===== src/shdc_pkg.sv =====
package shdc_pkg;

    localparam int DATA_BITS = 32;

    // Smallest count of check bits r with 2^r >= DATA_BITS + r + 1.
    function automatic int check_count(int d);
        int r;
        r = 0;
        for (int i = 0; i < 16; i++) begin
            if ((1 << i) < d + i + 1) begin
                r = i + 1;
            end
        end
        return r;
    endfunction

    localparam int CHECK_BITS = check_count(DATA_BITS);
    localparam int CW_BITS    = DATA_BITS + CHECK_BITS + 1;
    localparam int POS_BITS   = 6;

    typedef enum logic {
        CMD_ENCODE = 1'b0,
        CMD_DECODE = 1'b1
    } t_cmd;

    typedef enum logic [1:0] {
        ST_CLEAN  = 2'd0,
        ST_CORR   = 2'd1,
        ST_DOUBLE = 2'd2,
        ST_RANGE  = 2'd3
    } t_status;

    typedef struct packed {
        t_cmd                 cmd;
        logic [DATA_BITS-1:0] data_in;
        logic [CW_BITS-1:0]   codeword_in;
    } t_item;

    typedef struct packed {
        logic [CW_BITS-1:0]   codeword_out;
        logic [DATA_BITS-1:0] data_out;
        t_status              status;
        logic [POS_BITS-1:0]  error_position;
    } t_result;

    // Codeword position of data bit k: the k-th position that is neither
    // zero nor a power of two.
    function automatic int data_pos(int k);
        int cnt;
        int pos;
        cnt = 0;
        pos = 0;
        for (int p = 1; p < CW_BITS; p++) begin
            if ((p & (p - 1)) != 0) begin
                if (cnt == k) begin
                    pos = p;
                end
                cnt++;
            end
        end
        return pos;
    endfunction

    // Positions from one upwards whose index has bit i set.
    function automatic logic [CW_BITS-1:0] syn_mask(int i);
        logic [CW_BITS-1:0] m;
        m = '0;
        for (int p = 1; p < CW_BITS; p++) begin
            if (((p >> i) & 1) == 1) begin
                m[p] = 1'b1;
            end
        end
        return m;
    endfunction

endpackage


===== src/shdc_encoder.sv =====
module shdc_encoder (
    input  logic [shdc_pkg::DATA_BITS-1:0] i_data,
    output logic [shdc_pkg::CW_BITS-1:0]   o_codeword
);
    import shdc_pkg::*;

    logic [CW_BITS-1:0] cw_data;
    logic [CW_BITS-1:0] cw_chk;

    always_comb begin
        cw_data = '0;
        for (int k = 0; k < DATA_BITS; k++) begin
            cw_data[data_pos(k)] = i_data[k];
        end
        cw_chk = cw_data;
        for (int i = 0; i < CHECK_BITS; i++) begin
            cw_chk[1 << i] = ^(cw_data & syn_mask(i));
        end
    end

    // Position zero carries the parity of every other position.
    always_comb begin
        o_codeword    = cw_chk;
        o_codeword[0] = ^cw_chk[CW_BITS-1:1];
    end

endmodule


===== src/shdc_decoder.sv =====
module shdc_decoder (
    input  logic [shdc_pkg::CW_BITS-1:0] i_codeword,
    output shdc_pkg::t_result            o_result
);
    import shdc_pkg::*;

    logic [CHECK_BITS-1:0] syn;
    logic                  mismatch;
    logic                  in_range;
    logic [CW_BITS-1:0]    corrected;
    logic [DATA_BITS-1:0]  data;

    always_comb begin
        for (int i = 0; i < CHECK_BITS; i++) begin
            syn[i] = ^(i_codeword & syn_mask(i));
        end
    end

    assign mismatch  = (^i_codeword[CW_BITS-1:1]) ^ i_codeword[0];
    assign in_range  = (int'(syn) < CW_BITS);
    // A zero syndrome flips position zero, which the data extraction ignores.
    assign corrected = i_codeword ^ (CW_BITS'(1) << syn);

    always_comb begin
        for (int k = 0; k < DATA_BITS; k++) begin
            data[k] = corrected[data_pos(k)];
        end
    end

    always_comb begin
        o_result.codeword_out   = i_codeword;
        o_result.data_out       = '0;
        o_result.status         = ST_CLEAN;
        o_result.error_position = '0;
        if (mismatch) begin
            if (in_range) begin
                o_result.codeword_out   = corrected;
                o_result.data_out       = data;
                o_result.status         = ST_CORR;
                o_result.error_position = POS_BITS'(syn);
            end else begin
                o_result.status = ST_RANGE;
            end
        end else if (syn != '0) begin
            o_result.status = ST_DOUBLE;
        end else begin
            o_result.data_out = data;
        end
    end

endmodule


===== src/secded_hamming_codec_unit.sv =====
// Extended Hamming SECDED codec. One beat is taken in every cycle: busy is
// always low, and a beat accepted with start appears on o_result after the
// input and result registers, marked by o_valid for exactly one cycle. The
// receiver cannot stall, so results must be taken as they come. Each beat
// passes through an input register, one level of XOR trees (encoder or
// syndrome decoder) and a result register; those trees set the clock rate.
module secded_hamming_codec_unit (
    input  logic              i_clk,
    input  logic              i_rst_n,
    input  logic              start,
    output logic              busy,
    input  shdc_pkg::t_item   i_item,
    output logic              o_valid,
    output shdc_pkg::t_result o_result
);
    import shdc_pkg::*;

    logic               r_in_valid;
    logic               n_in_valid;
    t_item              r_item;
    logic               r_out_valid;
    t_result            r_result;
    t_result            n_result;
    logic [CW_BITS-1:0] enc_cw;
    t_result            dec_result;

    assign busy       = 1'b0;
    assign n_in_valid = start && !busy;

    always_ff @(posedge i_clk) begin
        if (!i_rst_n) begin
            r_in_valid  <= 1'b0;
            r_out_valid <= 1'b0;
        end else begin
            r_in_valid  <= n_in_valid;
            r_out_valid <= r_in_valid;
        end
    end

    always_ff @(posedge i_clk) begin
        if (n_in_valid) begin
            r_item <= i_item;
        end
        if (r_in_valid) begin
            r_result <= n_result;
        end
    end

    shdc_encoder u_encoder (
        .i_data     (r_item.data_in),
        .o_codeword (enc_cw)
    );

    shdc_decoder u_decoder (
        .i_codeword (r_item.codeword_in),
        .o_result   (dec_result)
    );

    always_comb begin
        if (r_item.cmd == CMD_ENCODE) begin
            n_result.codeword_out   = enc_cw;
            n_result.data_out       = r_item.data_in;
            n_result.status         = ST_CLEAN;
            n_result.error_position = '0;
        end else begin
            n_result = dec_result;
        end
    end

    assign o_valid  = r_out_valid;
    assign o_result = r_result;

    a_valid_follows_start: assert property (@(posedge i_clk) disable iff (!i_rst_n)
        o_valid |-> $past(start, 2))
        else $error("result beat without a start two cycles earlier");

    a_corr_pos_in_range: assert property (@(posedge i_clk) disable iff (!i_rst_n)
        (o_valid && o_result.status == ST_CORR) |-> (int'(o_result.error_position) < CW_BITS))
        else $error("corrected position lies beyond the codeword");

    a_uncorr_no_data: assert property (@(posedge i_clk) disable iff (!i_rst_n)
        (o_valid && (o_result.status == ST_DOUBLE || o_result.status == ST_RANGE))
        |-> (o_result.data_out == '0))
        else $error("data present on an uncorrectable beat");

    a_pos_only_on_corr: assert property (@(posedge i_clk) disable iff (!i_rst_n)
        (o_valid && o_result.status != ST_CORR) |-> (o_result.error_position == '0))
        else $error("error position set without a correction");

endmodule

===== config.mk =====
export PLATFORM = sky130hd
export DESIGN_NAME = secded_hamming_codec_unit
export DESIGN_NICKNAME = d
export VERILOG_FILES = /design/src/shdc_pkg.sv /design/src/shdc_encoder.sv /design/src/shdc_decoder.sv /design/src/secded_hamming_codec_unit.sv
export SDC_FILE = /design/constraint.sdc
export NUM_CORES = 1
export LEC_CHECK = 0
export BUFFER_PORTS_ARGS = -buffer_cell sky130_fd_sc_hd__clkbuf_2
export CORE_MARGIN = 2
export CORE_UTILIZATION = 51
export CTS_CLUSTER_SIZE = 10
export DETAILED_ROUTE_END_ITERATION = 8
export PLACE_DENSITY = 0.77
export SLEW_MARGIN = 20
export SYNTH_ARGS = -nofsm -noshare
export SYNTH_HDL_FRONTEND = slang
export SYNTH_HIERARCHICAL = 1
export SYNTH_SLANG_ARGS = --single-unit

===== constraint.sdc =====
create_clock -name i_clk -period 3.5 [get_ports i_clk]
set_clock_uncertainty 0.05 [all_clocks]
set_input_delay 0.7 -clock i_clk [delete_from_list [all_inputs] [get_ports i_clk]]
set_output_delay 0.7 -clock i_clk [all_outputs]
set_load 0.02 [all_outputs]

==> flow_summary.yaml <==
worst_setup_path:
  slowest_stage: "xnor3_2"
  worstRegToRegCells: 11
  worst-setup-path-type: "reg -> reg"
  path_buf_inv: 2
  cp.depth: 11
  cp_top_family: "XOR/XNOR gates"
  end_kind: "flop"
  crit_path_cell_trace: "xnor2_2 > xnor2_2 > xnor3_2 > xnor3_2 > xnor2_4 > inv_2 > o221a_2 > nor2_4 > buf_12 > nor2_1 > mux2_2"
  critPathMaxFanout: 16
  crit_required_ps: 3630
  setup.worst_path.start_class: "flop"
  arrival_ps: 3560
  cpPeakStageDelay_ps: 540
drt:
  routed_wirelength_um: 20400
  route.vias.total: 5280
  vias_per_cell: 5.07
  ant_nets: 0
  routedWlPerCell_um: 19.6
  drtIter0Drc: 277
  remaining_drc_errors: 0
  firstDrtPassIters: 4
global_route:
  grt_max_degree: 81
  grt_pass1_vias: 5538
  grt_overflow: 0
  antenna_found_initial: 0
  grt_pass1_wl_um: 31300
  grt.total_usage_pct: 23.5
cts:
  cts_root_buf: "clkbuf_16"
  clk_path_buf_depth: 2
  clk_pin_slew_ps: 70
  clock_sinks: 153
  cts_tree: "done"
  htree_levels: 4
  cts-hold-fix-buffers: 0
  cts_buffers: 17
  clk_latency_ps: 440
placement:
  placed_area_um2: 9710
  dp_hpwl_um: 14900
  gp_congestion: 0.887
  portBuffers: 154
logic_synthesis:
  ys_ff_latch: 153
  postSynthCellCount: 647
  yosys.cell_types.count: 41
  synthArstFlopShare_pct: 0
  synth_seq_area_share_pct: 52.8
  synth_warnings: 6
  synth_nets: 722
  syn_avg_cell_area_um2: 13.4
  synthesis.area_um2: 8660
  synth_top_area_share_pct: 52.4
  synth_flop_cell: "edfxtp_1"
  synthTopCellsByArea: "edfxtp_1 (52%), xnor2_1 (14%), mux2_2 (8.3%), xnor3_1 (3.6%), buf_4 (2.9%)"
  synth-edff-count: 151
  yosysTopAreaCell: "edfxtp_1"
sta:
  final_max_slew_viol_count: 0
  setup_viol: 0
  period_share_pct: 98.1
  min_period_ps: 3430
  hold_slack_ps: 387
  tightest_slew_ps: 823
  max_freq_ghz: 0.291
  hold_violations: 0
  rsz0062_at_grt: "yes"
  slew_headroom_pct: 45.1
layout:
  nNetsFinal: 883
  antenna_cells: 0
  layout-drive-gt1-share_pct: 42.6
  final_cell_mix: "clkbuf_2 (153), edfxtp_1 (151), xnor2_1 (135)"
  final_common_cell: "clkbuf_2"
  fin_area_um2: 10500
  area_delta_synth_final_pct: 20.8
  fillCellCount: 1291
die:
  die_y_um: 134
  core-area_um2: 16600
  ios: 156
  die_w_um: 134
  rows: 47
  start_util_pct: 52.2
  die_area_um2: 18000
power_and_ir_drop:
  powerDensity_nw_per_um2: 993
  p_leak_uw: 0.00407
  max-vdd-ir-drop_mv: 0.724
worst_hold_path:
  min-delay-path-class: "in -> reg"
  whs_path_depth: 1
run:
  drv_cap: 0
status:
  status: "finished clean"
flip-flops by register name, summed over array words and instances, names as in the netlist:
name and cells:
o_result 79, o_valid 1, r_in_valid 1, r_item 72
logic make-up (layout without fill, tap and decap cells):
kind of cell	count (synthesis)	in the layout	share of synthesized area, %
muxes	76	76	10.3
and+or+nand+nor	134	134	7.02
AOI/OAI and AO/OA	16	16	1.29
buffers and inverters	73	247	5.36
DFF	153	153	52.8
other	1	1	0.0433
xor gates and xnor gates	194	194	23.2
repair_timing:
item                       CTS  global route
setup buffers                0             3
gates resized for setup      2            16
setup endpoints to repair   33            60
hold endpoints to repair     0             0
pin swaps                    1             2
final cells by class:
class                           instances  area, µm²  share of cell area [%]
Clock buffer                           17        425                    4.07
Clock inverter                         15        176                    1.69
Inverter                                3       11.3                   0.108
Multi-Input combinational cell        421       3710                    35.5
Sequential cell                       153       4580                    43.8
Tap cell                              220        275                    2.63
Timing Repair Buffer                  212       1280                    12.2
cell usage after synthesis (8+ instances only):
library cell  instances
and2_1               10
xor2_1               29
mux2_2               64
xnor2_1             141
xnor3_1              14
mux2_4               10
buf_2                14
nand4_1               8
nand3_1               9
edfxtp_1            151
clkbuf_1             14
nand2_1              29
buf_4                34
nor2_1               62
worst paths after layout:
path	startpoint	end	slack, ps
setup / recovery	r_item[15]	o_result[30]	70
hold / removal	i_item[41]	r_item[41]	390
setup reg to reg	r_item[15]	o_result[30]	70
hold reg to reg	r_item[66]	o_result[35]	600
metal layers:
metal | part of all wire, % | track usage [%] | up-vias
met3 | 4.3 | 5.40 | 26
met2 | 51 | 40.3 | 159
met4 | 2.2 | 8.25 | 0
met1 | 42 | 29.3 | 2573
li1 | - | - | 2522
met5 | 0 | 0 | -
worst register-to-register path, stage by stage, from the launching register on:
cell and delay, ps:
edfxtp_1 490, xnor2_2 200, xnor2_2 290, xnor3_2 540, xnor3_2 450, xnor2_4 170, inv_2 90, o221a_2 190
nor2_4 200, buf_12 170, nor2_1 70, mux2_2 280
metrics by stage:
step                      TNS [ps]  cells  utilization (%)  power [µW]  setup slack [ps]
after floorplan                  0    647                -        6400               239
after global placement        -711   1005             58.5        8320             -34.6
after detailed placement     -46.3   1005             58.5        8380             -27.3
after CTS                        0   1037             62.3       10300              6.66
after global routing         -71.9   1041             63.1       10900             -36.6
final                            0   1041             63.1       10400              65.2
power breakdown:
group	switching [µW]	internal [µW]	total, µW
sequential	162	2430	2600
clock	800	1080	1880
combinational	3240	2670	5910
Note: power is estimated with default switching activity, not from simulation.
